File: config.mk
export PLATFORM = sky130hd
export DESIGN_NAME = bmp_pixel_stream_decoder_flat
export DESIGN_NICKNAME = d
export VERILOG_FILES = /design/src/hdl/bmpd_pkg.sv /design/src/hdl/bmpd_if.sv /design/src/hdl/bmpd_front.sv /design/src/hdl/bmpd_queue.sv /design/src/hdl/bmpd_back.sv /design/src/hdl/bmp_pixel_stream_decoder.sv /design/src/flat_wrapper.sv
export SDC_FILE = /design/constraint.sdc
export NUM_CORES = 1
export LEC_CHECK = 0
export ABC_AREA = 1
export BUFFER_PORTS_ARGS = -buffer_cell sky130_fd_sc_hd__buf_2
export CAP_MARGIN = 20
export CORE_MARGIN = 10
export CORE_UTILIZATION = 35
export CTS_CLUSTER_DIAMETER = 150
export DETAILED_ROUTE_END_ITERATION = 10
export SYNTH_ARGS = -nofsm -noshare
export SYNTH_HDL_FRONTEND = slang
export SYNTH_SLANG_ARGS = --single-unit
export TNS_END_PERCENT = 50
File: constraint.sdc
create_clock -name i_clk -period 9.4 [get_ports i_clk]
set_input_delay 1.88 -clock i_clk [delete_from_list [all_inputs] [get_ports i_clk]]
set_output_delay 1.88 -clock i_clk [all_outputs]
set_load 0.03 [all_outputs]
File: src/hdl/bmpd_pkg.sv
// bmpd_pkg: shared constants and codes of the bmp pixel stream decoder
// depends on nothing; used by the interfaces and every module of the block

package bmpd_pkg;

    localparam int MAX_WIDTH_DEF  = 4096;
    localparam int MAX_HEIGHT_DEF = 4096;

    // power of two
    localparam int QUEUE_DEPTH = 4;

    localparam int KIND_W    = 2;
    localparam int ERR_W     = 3;
    localparam int ADDR_W    = 24;
    localparam int COLOR_W   = 24;
    localparam int DIM_OUT_W = 13;

    localparam logic [15:0] BMP_SIGNATURE = 16'h4D42;
    localparam logic [15:0] DEPTH_24      = 16'd24;
    localparam logic [15:0] DEPTH_32      = 16'd32;
    localparam logic [31:0] HEADER_LEN    = 32'd54;
    localparam logic [31:0] HEADER_LAST   = 32'd53;

    typedef enum logic [KIND_W-1:0] {
        KIND_HEADER = 2'd0,
        KIND_PIXEL  = 2'd1,
        KIND_ERROR  = 2'd2
    } t_kind;

    typedef enum logic [ERR_W-1:0] {
        ERR_NONE       = 3'd0,
        ERR_SHORT      = 3'd1,
        ERR_SIGNATURE  = 3'd2,
        ERR_DEPTH      = 3'd3,
        ERR_COMPRESSED = 3'd4,
        ERR_DIMENSIONS = 3'd5,
        ERR_OFFSET     = 3'd6,
        ERR_TRUNCATED  = 3'd7
    } t_err;

    typedef enum logic [4:0] {
        PH_HEADER = 5'b00001,
        PH_SKIP   = 5'b00010,
        PH_PIXEL  = 5'b00100,
        PH_DONE   = 5'b01000,
        PH_ERROR  = 5'b10000
    } t_phase;

endpackage

File: src/hdl/bmpd_if.sv
// bmpd interfaces: byte input channel, result output channel and the
// internal command channel between parser, queue and output stage
// depends on bmpd_pkg

interface bmpd_byte_if;
    logic       valid;
    logic       ready;
    logic [7:0] data_byte;
    logic       first_byte;
    logic       last_byte;

    modport source (output valid, data_byte, first_byte, last_byte, input ready);
    modport sink   (input valid, data_byte, first_byte, last_byte, output ready);
endinterface

interface bmpd_result_if;
    logic                           valid;
    logic                           ready;
    logic [bmpd_pkg::KIND_W-1:0]    result_kind;
    logic [bmpd_pkg::ERR_W-1:0]     error_code;
    logic [bmpd_pkg::ADDR_W-1:0]    pixel_address;
    logic [bmpd_pkg::COLOR_W-1:0]   pixel_color;
    logic [bmpd_pkg::DIM_OUT_W-1:0] image_width;
    logic [bmpd_pkg::DIM_OUT_W-1:0] image_height;
    logic                           last_of_file;

    modport source (output valid, result_kind, error_code, pixel_address, pixel_color,
                    image_width, image_height, last_of_file, input ready);
    modport sink   (input valid, result_kind, error_code, pixel_address, pixel_color,
                    image_width, image_height, last_of_file, output ready);
endinterface

interface bmpd_cmd_if #(
    parameter int MAX_WIDTH  = bmpd_pkg::MAX_WIDTH_DEF,
    parameter int MAX_HEIGHT = bmpd_pkg::MAX_HEIGHT_DEF
);
    localparam int WW = $clog2(MAX_WIDTH + 1);
    localparam int HW = $clog2(MAX_HEIGHT + 1);

    logic                         valid;
    logic                         ready;
    logic [bmpd_pkg::KIND_W-1:0]  kind;
    logic [bmpd_pkg::ERR_W-1:0]   err;
    logic [HW-1:0]                dst_y;
    logic [WW-1:0]                col;
    logic [bmpd_pkg::COLOR_W-1:0] color;
    logic [WW-1:0]                width;
    logic [HW-1:0]                height;
    logic                         last;

    modport source (output valid, kind, err, dst_y, col, color, width, height, last,
                     input ready);
    modport sink   (input valid, kind, err, dst_y, col, color, width, height, last,
                     output ready);
endinterface

File: src/hdl/bmpd_front.sv
// bmpd_front: takes file bytes, parses and checks the headers, walks the
// pixel rows and pushes one command per result into the queue
// depends on bmpd_pkg and bmpd_if

module bmpd_front #(
    parameter int MAX_WIDTH  = bmpd_pkg::MAX_WIDTH_DEF,
    parameter int MAX_HEIGHT = bmpd_pkg::MAX_HEIGHT_DEF
) (
    input  logic        i_clk,
    input  logic        i_rst_n,
    bmpd_byte_if.sink   i_byte,
    bmpd_cmd_if.source  o_cmd
);
    localparam int WW = $clog2(MAX_WIDTH + 1);
    localparam int HW = $clog2(MAX_HEIGHT + 1);

    bmpd_pkg::t_phase r_phase, n_phase, cur_phase;
    logic [31:0]      r_pos, n_pos, cur_pos;
    logic [WW-1:0]    r_col, n_col;
    logic [1:0]       r_idx, n_idx;
    logic [1:0]       r_pad_cnt, n_pad_cnt;
    logic [HW-1:0]    r_row, n_row;

    // raw header fields
    logic [15:0] r_sig;
    logic [31:0] r_offset;
    logic [31:0] r_width;
    logic [31:0] r_height;
    logic [15:0] r_depth;
    logic [31:0] r_comp;

    // precomputed header checks
    logic [31:0]      r_hgt_abs;
    logic             r_bottom_hdr;
    bmpd_pkg::t_err   r_chk_err;

    // accepted image geometry
    logic [WW-1:0] r_wid, r_wid_m1;
    logic [HW-1:0] r_hgt_m1;
    logic          r_bottom;
    logic          r_is32;
    logic [1:0]    r_pad;
    logic [23:0]   r_color;

    logic          acc;
    logic          hdr_grab;
    logic          load_hdr;
    logic          color_wr;
    logic          in_data;
    logic          complete;
    logic          is_final;
    logic          row_end;
    logic [1:0]    bpp_m1;
    logic [HW-1:0] dst_y;
    logic [23:0]   px_color;

    assign acc          = i_byte.valid & i_byte.ready;
    assign i_byte.ready = o_cmd.ready;

    assign cur_phase = i_byte.first_byte ? bmpd_pkg::PH_HEADER : r_phase;
    assign cur_pos   = i_byte.first_byte ? 32'd0 : r_pos;
    assign hdr_grab  = acc && (cur_phase == bmpd_pkg::PH_HEADER) && (cur_pos[31:6] == '0);

    assign bpp_m1   = r_is32 ? 2'd3 : 2'd2;
    assign in_data  = (r_col != r_wid);
    assign complete = in_data && (r_idx == bpp_m1);
    assign is_final = complete && (r_col == r_wid_m1) && (r_row == r_hgt_m1);
    assign row_end  = in_data ? (complete && (r_col == r_wid_m1) && (r_pad == 2'd0))
                              : (2'(r_pad_cnt + 2'd1) == r_pad);
    assign dst_y    = r_bottom ? HW'(r_hgt_m1 - r_row) : r_row;
    assign px_color = r_is32 ? r_color : {i_byte.data_byte, r_color[15:0]};
    assign color_wr = acc && (cur_phase == bmpd_pkg::PH_PIXEL) && in_data && (r_idx != 2'd3);

    always_comb begin
        n_phase   = r_phase;
        n_pos     = r_pos;
        n_col     = r_col;
        n_idx     = r_idx;
        n_pad_cnt = r_pad_cnt;
        n_row     = r_row;
        load_hdr  = 1'b0;

        o_cmd.valid  = 1'b0;
        o_cmd.kind   = bmpd_pkg::KIND_ERROR;
        o_cmd.err    = bmpd_pkg::ERR_NONE;
        o_cmd.dst_y  = '0;
        o_cmd.col    = '0;
        o_cmd.color  = '0;
        o_cmd.width  = '0;
        o_cmd.height = '0;
        o_cmd.last   = 1'b0;

        if (acc) begin
            n_phase = cur_phase;
            n_pos   = (cur_pos == '1) ? cur_pos : cur_pos + 32'd1;
            unique case (cur_phase)
                bmpd_pkg::PH_HEADER: begin
                    if (cur_pos < bmpd_pkg::HEADER_LAST) begin
                        if (i_byte.last_byte) begin
                            o_cmd.valid = 1'b1;
                            o_cmd.err   = bmpd_pkg::ERR_SHORT;
                            o_cmd.last  = 1'b1;
                            n_phase     = bmpd_pkg::PH_ERROR;
                        end
                    end else if (r_chk_err != bmpd_pkg::ERR_NONE) begin
                        o_cmd.valid = 1'b1;
                        o_cmd.err   = r_chk_err;
                        o_cmd.last  = 1'b1;
                        n_phase     = bmpd_pkg::PH_ERROR;
                    end else if (i_byte.last_byte) begin
                        o_cmd.valid = 1'b1;
                        o_cmd.err   = bmpd_pkg::ERR_TRUNCATED;
                        o_cmd.last  = 1'b1;
                        n_phase     = bmpd_pkg::PH_ERROR;
                    end else begin
                        load_hdr     = 1'b1;
                        n_col        = '0;
                        n_idx        = '0;
                        n_pad_cnt    = '0;
                        n_row        = '0;
                        n_phase      = (r_offset == bmpd_pkg::HEADER_LEN) ?
                                       bmpd_pkg::PH_PIXEL : bmpd_pkg::PH_SKIP;
                        o_cmd.valid  = 1'b1;
                        o_cmd.kind   = bmpd_pkg::KIND_HEADER;
                        o_cmd.width  = r_width[WW-1:0];
                        o_cmd.height = r_hgt_abs[HW-1:0];
                    end
                end
                bmpd_pkg::PH_SKIP: begin
                    if (i_byte.last_byte) begin
                        o_cmd.valid = 1'b1;
                        o_cmd.err   = bmpd_pkg::ERR_TRUNCATED;
                        o_cmd.last  = 1'b1;
                        n_phase     = bmpd_pkg::PH_ERROR;
                    end else if (32'(cur_pos + 32'd1) >= r_offset) begin
                        n_phase = bmpd_pkg::PH_PIXEL;
                    end
                end
                bmpd_pkg::PH_PIXEL: begin
                    if (in_data) begin
                        if (complete) begin
                            n_idx = '0;
                            n_col = WW'(r_col + 1'b1);
                        end else begin
                            n_idx = 2'(r_idx + 2'd1);
                        end
                    end else begin
                        n_pad_cnt = 2'(r_pad_cnt + 2'd1);
                    end
                    if (row_end) begin
                        n_col     = '0;
                        n_idx     = '0;
                        n_pad_cnt = '0;
                        n_row     = HW'(r_row + 1'b1);
                    end
                    if (is_final || (complete && !i_byte.last_byte)) begin
                        o_cmd.valid  = 1'b1;
                        o_cmd.kind   = bmpd_pkg::KIND_PIXEL;
                        o_cmd.dst_y  = dst_y;
                        o_cmd.col    = r_col;
                        o_cmd.color  = px_color;
                        o_cmd.width  = r_wid;
                        o_cmd.height = HW'(r_hgt_m1 + 1'b1);
                        o_cmd.last   = is_final;
                        if (is_final) begin
                            n_phase = bmpd_pkg::PH_DONE;
                        end
                    end else if (i_byte.last_byte) begin
                        o_cmd.valid = 1'b1;
                        o_cmd.err   = bmpd_pkg::ERR_TRUNCATED;
                        o_cmd.last  = 1'b1;
                        n_phase     = bmpd_pkg::PH_ERROR;
                    end
                end
                bmpd_pkg::PH_DONE, bmpd_pkg::PH_ERROR: begin
                    n_phase = cur_phase;
                end
                default: begin
                    n_phase = bmpd_pkg::PH_ERROR;
                end
            endcase
        end
    end

    always_ff @(posedge i_clk) begin
        if (!i_rst_n) begin
            r_phase   <= bmpd_pkg::PH_HEADER;
            r_pos     <= '0;
            r_col     <= '0;
            r_idx     <= '0;
            r_pad_cnt <= '0;
            r_row     <= '0;
        end else begin
            r_phase   <= n_phase;
            r_pos     <= n_pos;
            r_col     <= n_col;
            r_idx     <= n_idx;
            r_pad_cnt <= n_pad_cnt;
            r_row     <= n_row;
        end
    end

    // header field capture, little-endian
    always_ff @(posedge i_clk) begin
        if (hdr_grab) begin
            unique case (cur_pos[5:0])
                6'd0:    r_sig[7:0]       <= i_byte.data_byte;
                6'd1:    r_sig[15:8]      <= i_byte.data_byte;
                6'd10:   r_offset[7:0]    <= i_byte.data_byte;
                6'd11:   r_offset[15:8]   <= i_byte.data_byte;
                6'd12:   r_offset[23:16]  <= i_byte.data_byte;
                6'd13:   r_offset[31:24]  <= i_byte.data_byte;
                6'd18:   r_width[7:0]     <= i_byte.data_byte;
                6'd19:   r_width[15:8]    <= i_byte.data_byte;
                6'd20:   r_width[23:16]   <= i_byte.data_byte;
                6'd21:   r_width[31:24]   <= i_byte.data_byte;
                6'd22:   r_height[7:0]    <= i_byte.data_byte;
                6'd23:   r_height[15:8]   <= i_byte.data_byte;
                6'd24:   r_height[23:16]  <= i_byte.data_byte;
                6'd25:   r_height[31:24]  <= i_byte.data_byte;
                6'd28:   r_depth[7:0]     <= i_byte.data_byte;
                6'd29:   r_depth[15:8]    <= i_byte.data_byte;
                6'd30:   r_comp[7:0]      <= i_byte.data_byte;
                6'd31:   r_comp[15:8]     <= i_byte.data_byte;
                6'd32:   r_comp[23:16]    <= i_byte.data_byte;
                6'd33:   r_comp[31:24]    <= i_byte.data_byte;
                default: r_sig            <= r_sig;
            endcase
        end
    end

    // checks settle well before the last header byte
    always_ff @(posedge i_clk) begin
        r_hgt_abs    <= r_height[31] ? 32'(-r_height) : r_height;
        r_bottom_hdr <= !r_height[31] && (r_height != '0);
        if (r_sig != bmpd_pkg::BMP_SIGNATURE) begin
            r_chk_err <= bmpd_pkg::ERR_SIGNATURE;
        end else if ((r_depth != bmpd_pkg::DEPTH_24) && (r_depth != bmpd_pkg::DEPTH_32)) begin
            r_chk_err <= bmpd_pkg::ERR_DEPTH;
        end else if (r_comp != '0) begin
            r_chk_err <= bmpd_pkg::ERR_COMPRESSED;
        end else if ((r_width == '0) || (r_width > 32'(MAX_WIDTH)) ||
                     (r_hgt_abs == '0) || (r_hgt_abs > 32'(MAX_HEIGHT))) begin
            r_chk_err <= bmpd_pkg::ERR_DIMENSIONS;
        end else if (r_offset < bmpd_pkg::HEADER_LEN) begin
            r_chk_err <= bmpd_pkg::ERR_OFFSET;
        end else begin
            r_chk_err <= bmpd_pkg::ERR_NONE;
        end
    end

    always_ff @(posedge i_clk) begin
        if (load_hdr) begin
            r_wid    <= r_width[WW-1:0];
            r_wid_m1 <= WW'(r_width[WW-1:0] - 1'b1);
            r_hgt_m1 <= HW'(r_hgt_abs[HW-1:0] - 1'b1);
            r_bottom <= r_bottom_hdr;
            r_is32   <= (r_depth == bmpd_pkg::DEPTH_32);
            // 24-bit rows pad by width mod 4 bytes
            r_pad    <= (r_depth == bmpd_pkg::DEPTH_32) ? 2'd0 : r_width[1:0];
        end
        if (color_wr) begin
            r_color[r_idx*8 +: 8] <= i_byte.data_byte;
        end
    end

endmodule

File: src/hdl/bmpd_queue.sv
// bmpd_queue: short command queue between the parser and the output stage
// depends on bmpd_pkg and bmpd_if

module bmpd_queue #(
    parameter int MAX_WIDTH  = bmpd_pkg::MAX_WIDTH_DEF,
    parameter int MAX_HEIGHT = bmpd_pkg::MAX_HEIGHT_DEF,
    parameter int DEPTH      = bmpd_pkg::QUEUE_DEPTH
) (
    input  logic       i_clk,
    input  logic       i_rst_n,
    bmpd_cmd_if.sink   i_cmd,
    bmpd_cmd_if.source o_cmd
);
    localparam int WW = $clog2(MAX_WIDTH + 1);
    localparam int HW = $clog2(MAX_HEIGHT + 1);
    localparam int EW = bmpd_pkg::KIND_W + bmpd_pkg::ERR_W + 2 * HW + 2 * WW
                        + bmpd_pkg::COLOR_W + 1;
    localparam int AW = $clog2(DEPTH);

    logic [EW-1:0] r_mem [DEPTH];
    logic [AW-1:0] r_wptr, r_rptr;
    logic [AW:0]   r_count;
    logic          push, pop;

    assign i_cmd.ready = (r_count != (AW + 1)'(DEPTH));
    assign o_cmd.valid = (r_count != '0);
    assign push        = i_cmd.valid & i_cmd.ready;
    assign pop         = o_cmd.valid & o_cmd.ready;

    assign {o_cmd.kind, o_cmd.err, o_cmd.dst_y, o_cmd.col, o_cmd.color,
            o_cmd.width, o_cmd.height, o_cmd.last} = r_mem[r_rptr];

    always_ff @(posedge i_clk) begin
        if (push) begin
            r_mem[r_wptr] <= {i_cmd.kind, i_cmd.err, i_cmd.dst_y, i_cmd.col, i_cmd.color,
                              i_cmd.width, i_cmd.height, i_cmd.last};
        end
    end

    always_ff @(posedge i_clk) begin
        if (!i_rst_n) begin
            r_wptr  <= '0;
            r_rptr  <= '0;
            r_count <= '0;
        end else begin
            if (push) begin
                r_wptr <= AW'(r_wptr + 1'b1);
            end
            if (pop) begin
                r_rptr <= AW'(r_rptr + 1'b1);
            end
            priority if (push && !pop) begin
                r_count <= (AW + 1)'(r_count + 1'b1);
            end else if (pop && !push) begin
                r_count <= (AW + 1)'(r_count - 1'b1);
            end else begin
                r_count <= r_count;
            end
        end
    end

endmodule

File: src/hdl/bmpd_back.sv
// bmpd_back: forms the destination address (row times width plus column)
// in a multiply stage and holds each result word in the output register
// depends on bmpd_pkg and bmpd_if

module bmpd_back #(
    parameter int MAX_WIDTH  = bmpd_pkg::MAX_WIDTH_DEF,
    parameter int MAX_HEIGHT = bmpd_pkg::MAX_HEIGHT_DEF
) (
    input  logic          i_clk,
    input  logic          i_rst_n,
    bmpd_cmd_if.sink      i_cmd,
    bmpd_result_if.source o_result
);
    localparam int WW = $clog2(MAX_WIDTH + 1);
    localparam int HW = $clog2(MAX_HEIGHT + 1);
    localparam int PW = WW + HW;

    logic                         r_s1_valid;
    logic [PW-1:0]                r_s1_prod;
    logic [WW-1:0]                r_s1_col;
    logic [bmpd_pkg::KIND_W-1:0]  r_s1_kind;
    logic [bmpd_pkg::ERR_W-1:0]   r_s1_err;
    logic [bmpd_pkg::COLOR_W-1:0] r_s1_color;
    logic [WW-1:0]                r_s1_width;
    logic [HW-1:0]                r_s1_height;
    logic                         r_s1_last;

    logic                           r_o_valid;
    logic [bmpd_pkg::KIND_W-1:0]    r_o_kind;
    logic [bmpd_pkg::ERR_W-1:0]     r_o_err;
    logic [bmpd_pkg::ADDR_W-1:0]    r_o_addr;
    logic [bmpd_pkg::COLOR_W-1:0]   r_o_color;
    logic [bmpd_pkg::DIM_OUT_W-1:0] r_o_width;
    logic [bmpd_pkg::DIM_OUT_W-1:0] r_o_height;
    logic                           r_o_last;

    logic          s2_free;
    logic          s1_load;
    logic [PW-1:0] addr_sum;

    assign s2_free     = !r_o_valid || o_result.ready;
    assign s1_load     = !r_s1_valid || s2_free;
    assign i_cmd.ready = s1_load;
    assign addr_sum    = PW'(r_s1_prod + PW'(r_s1_col));

    assign o_result.valid         = r_o_valid;
    assign o_result.result_kind   = r_o_kind;
    assign o_result.error_code    = r_o_err;
    assign o_result.pixel_address = r_o_addr;
    assign o_result.pixel_color   = r_o_color;
    assign o_result.image_width   = r_o_width;
    assign o_result.image_height  = r_o_height;
    assign o_result.last_of_file  = r_o_last;

    always_ff @(posedge i_clk) begin
        if (!i_rst_n) begin
            r_s1_valid <= 1'b0;
            r_o_valid  <= 1'b0;
        end else begin
            if (s1_load) begin
                r_s1_valid <= i_cmd.valid;
            end
            if (s2_free) begin
                r_o_valid <= r_s1_valid;
            end
        end
    end

    // non-pixel words carry zero row and column, so the address comes out zero
    always_ff @(posedge i_clk) begin
        if (s1_load && i_cmd.valid) begin
            r_s1_prod   <= PW'(i_cmd.dst_y * i_cmd.width);
            r_s1_col    <= i_cmd.col;
            r_s1_kind   <= i_cmd.kind;
            r_s1_err    <= i_cmd.err;
            r_s1_color  <= i_cmd.color;
            r_s1_width  <= i_cmd.width;
            r_s1_height <= i_cmd.height;
            r_s1_last   <= i_cmd.last;
        end
        if (s2_free && r_s1_valid) begin
            r_o_kind   <= r_s1_kind;
            r_o_err    <= r_s1_err;
            r_o_addr   <= bmpd_pkg::ADDR_W'(addr_sum);
            r_o_color  <= r_s1_color;
            r_o_width  <= bmpd_pkg::DIM_OUT_W'(r_s1_width);
            r_o_height <= bmpd_pkg::DIM_OUT_W'(r_s1_height);
            r_o_last   <= r_s1_last;
        end
    end

endmodule

File: src/hdl/bmp_pixel_stream_decoder.sv
// bmp_pixel_stream_decoder: top level of the uncompressed 24/32 bpp bmp decoder
// depends on bmpd_pkg, bmpd_if, bmpd_front, bmpd_queue and bmpd_back
//
// usage:
//   i_byte takes the file one byte per word, in file order; first_byte marks
//   byte 0 of a new file and restarts parsing, last_byte marks the final byte.
//   o_result gives at most one word per input byte: header accepted (width and
//   absolute height), one pixel (0xRRGGBB and row * width + column, rows
//   flipped for bottom-up files), or an error code with last_of_file set.
//   throughput: one byte per cycle, sustained while the command queue has room.
//   path: the word that a byte causes is written into the command queue, then
//   passes the multiply stage and then the output register.
//   when o_result is stalled, words collect in the output register, the
//   multiply stage and a four-word command queue; i_byte.ready drops only
//   when that queue is full, so bytes that give no word keep flowing as long
//   as the queue has room.
//   reset clears the parser to the start of a file and empties the queue and
//   the output stages; no clearing pass is needed.

module bmp_pixel_stream_decoder #(
    parameter int MAX_WIDTH  = bmpd_pkg::MAX_WIDTH_DEF,
    parameter int MAX_HEIGHT = bmpd_pkg::MAX_HEIGHT_DEF
) (
    input  logic          i_clk,
    input  logic          i_rst_n,
    bmpd_byte_if.sink     i_byte,
    bmpd_result_if.source o_result
);

    bmpd_cmd_if #(.MAX_WIDTH(MAX_WIDTH), .MAX_HEIGHT(MAX_HEIGHT)) front_cmd ();
    bmpd_cmd_if #(.MAX_WIDTH(MAX_WIDTH), .MAX_HEIGHT(MAX_HEIGHT)) back_cmd ();

    bmpd_front #(
        .MAX_WIDTH  (MAX_WIDTH),
        .MAX_HEIGHT (MAX_HEIGHT)
    ) u_front (
        .i_clk   (i_clk),
        .i_rst_n (i_rst_n),
        .i_byte  (i_byte),
        .o_cmd   (front_cmd)
    );

    bmpd_queue #(
        .MAX_WIDTH  (MAX_WIDTH),
        .MAX_HEIGHT (MAX_HEIGHT),
        .DEPTH      (bmpd_pkg::QUEUE_DEPTH)
    ) u_queue (
        .i_clk   (i_clk),
        .i_rst_n (i_rst_n),
        .i_cmd   (front_cmd),
        .o_cmd   (back_cmd)
    );

    bmpd_back #(
        .MAX_WIDTH  (MAX_WIDTH),
        .MAX_HEIGHT (MAX_HEIGHT)
    ) u_back (
        .i_clk    (i_clk),
        .i_rst_n  (i_rst_n),
        .i_cmd    (back_cmd),
        .o_result (o_result)
    );

endmodule
File: src/flat_wrapper.sv
// flat-port wrapper written by rule: the top's interface ports become plain ports
module bmp_pixel_stream_decoder_flat 
#(
    parameter int MAX_WIDTH  = bmpd_pkg::MAX_WIDTH_DEF,
    parameter int MAX_HEIGHT = bmpd_pkg::MAX_HEIGHT_DEF
)
  (i_clk, i_rst_n, i_byte_valid, i_byte_data_byte, i_byte_first_byte, i_byte_last_byte, i_byte_ready, o_result_valid, o_result_result_kind, o_result_error_code, o_result_pixel_address, o_result_pixel_color, o_result_image_width, o_result_image_height, o_result_last_of_file, o_result_ready);
  bmpd_byte_if i_byte_i ();
  bmpd_result_if o_result_i ();
  input  logic i_clk;
  input  logic i_rst_n;
  input wire logic [$bits(i_byte_i.valid)-1:0] i_byte_valid;
  input wire logic [$bits(i_byte_i.data_byte)-1:0] i_byte_data_byte;
  input wire logic [$bits(i_byte_i.first_byte)-1:0] i_byte_first_byte;
  input wire logic [$bits(i_byte_i.last_byte)-1:0] i_byte_last_byte;
  output wire logic [$bits(i_byte_i.ready)-1:0] i_byte_ready;
  output wire logic [$bits(o_result_i.valid)-1:0] o_result_valid;
  output wire logic [$bits(o_result_i.result_kind)-1:0] o_result_result_kind;
  output wire logic [$bits(o_result_i.error_code)-1:0] o_result_error_code;
  output wire logic [$bits(o_result_i.pixel_address)-1:0] o_result_pixel_address;
  output wire logic [$bits(o_result_i.pixel_color)-1:0] o_result_pixel_color;
  output wire logic [$bits(o_result_i.image_width)-1:0] o_result_image_width;
  output wire logic [$bits(o_result_i.image_height)-1:0] o_result_image_height;
  output wire logic [$bits(o_result_i.last_of_file)-1:0] o_result_last_of_file;
  input wire logic [$bits(o_result_i.ready)-1:0] o_result_ready;
  assign i_byte_i.valid = i_byte_valid;
  assign i_byte_i.data_byte = i_byte_data_byte;
  assign i_byte_i.first_byte = i_byte_first_byte;
  assign i_byte_i.last_byte = i_byte_last_byte;
  assign i_byte_ready = i_byte_i.ready;
  assign o_result_valid = o_result_i.valid;
  assign o_result_result_kind = o_result_i.result_kind;
  assign o_result_error_code = o_result_i.error_code;
  assign o_result_pixel_address = o_result_i.pixel_address;
  assign o_result_pixel_color = o_result_i.pixel_color;
  assign o_result_image_width = o_result_i.image_width;
  assign o_result_image_height = o_result_i.image_height;
  assign o_result_last_of_file = o_result_i.last_of_file;
  assign o_result_i.ready = o_result_ready;
  bmp_pixel_stream_decoder #(.MAX_WIDTH(MAX_WIDTH), .MAX_HEIGHT(MAX_HEIGHT)) u_core (.i_clk(i_clk), .i_rst_n(i_rst_n), .i_byte(i_byte_i), .o_result(o_result_i));
endmodule
==> metrics.txt <==
DR vias/cell=4.90; DRC=0; area delta synth->final=12.6%; Final setup viols=0; Syn Std Cell Area=40,900 µm²; die footprint=131,000 µm²; total chip power=15.2 mW; Worst EP required=9820 ps; Sink Count=842; Initial DRT Pass Iterations=5; post_cts resized=0; setup tns final=0 ps; syn_nets=4,085; Yosys warnings=0; Setup Buffers After CTS=0; Rel. slew slack=24.1%; #FFs+latches synth=842; Synth async-reset ratio=0%; post-synthesis cell count=3,808; Worst Max-Slew Pin Slew=1140 ps; commonest non-fill, non-tap cell in the layout=edfxtp_1; Hold Crit Class=flip-flop to flip-flop; most frequent cells in the layout=edfxtp_1, nand2_1, nor2_1; Crit Path Max Fanout=99; number of port buffers=95; clock latency on the worst-skew pair=680 ps; Post-synth EDFFs=728; H-tree depth=3; Layout Nets=4,201; Max Clock Freq=0.139 GHz; GRT overflow=0; Post-CTS Hold Fix Bufs=0; final hold viol count=0; total number of vias=27,065; R2R depth=24; Worst-path clk slew=60 ps; Worst VDD drop=0.290 mV; Lkg Pwr=17.8 nW; drt wl/cell=17.7 µm; largest net degree at the start of global routing=100; RSZ-0062 raised after global routing=false; CTS root buf=clkbuf_16; Total Routing Usage GR=14.6%; startpoint types=flip-flop; sequential cell area fraction in the yosys report=59.0%; Rows=125; DRT iter0 DRCs=2,113; RD Place Congestion=0.897; share of layout cells above drive strength 1=8.23%; Initial Util=35.2%; die height=362 µm; io pins=96; Routed Wire Length=97,900 µm; Critical Path AT=7610 ps; min cycle time layout=7190 ps; CP Class=flip-flop to flip-flop; Yosys cell types=54; first-pass GRT wire length=152,000 µm; prevailing post-synth register cell=edfxtp_1; Pwr Density=329 nW/µm²; final std cells w/o fill=5,525; vias in the first global route=26,457; TritonCTS clock tree=built; clock skew=41.4 ps; MaxCap Viol Count=0; die width=362 µm; hold depth=0; initial antenna violation count=4; Antenna Nets Post-Route=0; status=finished clean; count of pins over their slew limit=0; dpl cells=5,356; capturing element type of the critical path=flip-flop; placeable core region=116,000 µm²; Clock Path Buffers=3; TritonCTS Buffers=89; Synth Area per Inst=10.7 µm²; Hold Slack=399 ps; HPWL after DPL=66,600 µm; Final Cycle Share=76.5%
[Yosys cell counts, types with 7 or more instances]
library cell / count / area [µm²]
a211oi_1: 11 / 82.6
a21oi_1: 192 / 961
a31oi_1: 9 / 56.3
a32oi_1: 24 / 210
buf_2: 15 / 75.1
buf_6: 7 / 78.8
clkbuf_1: 73 / 274
clkinv_1: 8 / 30.0
dfxtp_1: 114 / 2280
edfxtp_1: 728 / 21900
fa_1: 123 / 2460
ha_1: 140 / 1750
inv_1: 468 / 1760
nand2_1: 641 / 2410
nand2_2: 8 / 50.1
nand3_1: 96 / 480
nand3b_1: 9 / 67.6
nand4_1: 35 / 219
nor2_1: 521 / 1960
nor3_1: 47 / 235
nor4_1: 39 / 244
o21ai_0: 202 / 1010
o21ai_1: 11 / 55.1
o22ai_1: 57 / 357
or2_2: 7 / 43.8
xnor2_1: 52 / 455
xor2_1: 98 / 858
[area by class of cell]
cell class                      instances  area [µm²]
Multi-Input combinational cell       2378       14500
Sequential cell                       842       24100
Fill cell                           11225       70000
Antenna cell                            1        2.50
Timing Repair Buffer                  130         738
Clock buffer                          124        2490
Tap cell                             1524        1910
Clock inverter                         43         438
Inverter                              483        1820
[state kept, by name, summed over array words and instances (netlist names), 16 cells and up, named ones only]
name / count
u_core.u_back.o_result.pixel_address: 24
u_core.u_back.o_result.pixel_color: 24
u_core.u_back.r_s1_color: 24
u_core.u_back.r_s1_prod: 24
u_core.u_front.r_color: 24
u_core.u_front.r_comp: 32
u_core.u_front.r_depth: 16
u_core.u_front.r_height: 32
u_core.u_front.r_hgt_abs: 32
u_core.u_front.r_offset: 32
u_core.u_front.r_pos: 32
u_core.u_front.r_sig: 16
u_core.u_front.r_width: 32
u_core.u_queue.r_mem: 328
[worst paths after layout]
| path | start | to | slack (ps) |
|---|---|---|---|
| worst max-delay path | flip-flop | u_core.u_back.r_s1_prod[21]$_DFFE_PP_ | 2210 |
| worst min-delay path | u_core.u_back.r_s1_height[12]$_DFFE_PP_ | u_core.u_back.o_result.image_height[12]$_DFFE_PP_ | 400 |
| worst max register to register | flip-flop | u_core.u_back.r_s1_prod[21]$_DFFE_PP_ | 2210 |
| worst min register to register | u_core.u_back.r_s1_height[12]$_DFFE_PP_ | u_core.u_back.o_result.image_height[12]$_DFFE_PP_ | 400 |
[metal layers]
layer	share of wire (%)	GRT usage (%)
met1	46	19.9
met2	47	24.0
met3	4.9	2.40
met4	2.1	3.64
met5	0.027	0
[stage by stage]
stage	instance area [µm²]	worst slack, ps	utilization [%]
2_1_floorplan	40900	1960	-
3_3_place_gp	43100	2290	37.1
3_5_place_dp	43100	2170	37.1
4_1_cts	46000	2160	39.7
5_1_grt	46000	1540	39.7
6_report	46000	2210	39.7
[where the power goes]
part	total, mW	internal (mW)	switching, mW
combinational	6.55	2.26	4.29
sequential	5.12	4.93	0.186
clock	3.48	1.99	1.50
total	15.2	9.18	5.97
[worst max-delay path: stages, from the launching register on]
cell      delay (ps)
dfxtp_4          490
inv_4            750
nand2_1          100
a32oi_1          940
inv_1            250
nor2_1           220
fa_1             430
inv_1             80
fa_1             400
inv_1             90
fa_1             440
fa_1             560
inv_1             60
fa_1             520
inv_1             40
ha_1             340
a21oi_1          200
nor2_1            60
a211oi_1         250
o211ai_1         210
nand2_1          110
nand2_1           70
nand2_1           70
nand2_1           60
xor2_1           140
[cells by family (layout without fill, tap and decap cells)]
group           Yosys count  count (layout)  synth area share [%]
xor+xnor                150             150                  3.21
compound gates          533             533                  7.22
fa+ha+maj               263             263                  10.3
buf+inv                 588             780                  5.62
simple gates           1432            1432                  14.6
flops                   842             842                  59.0
other cells               0               1                     0
No activity file was read; power rests on OpenSTA's default activity.
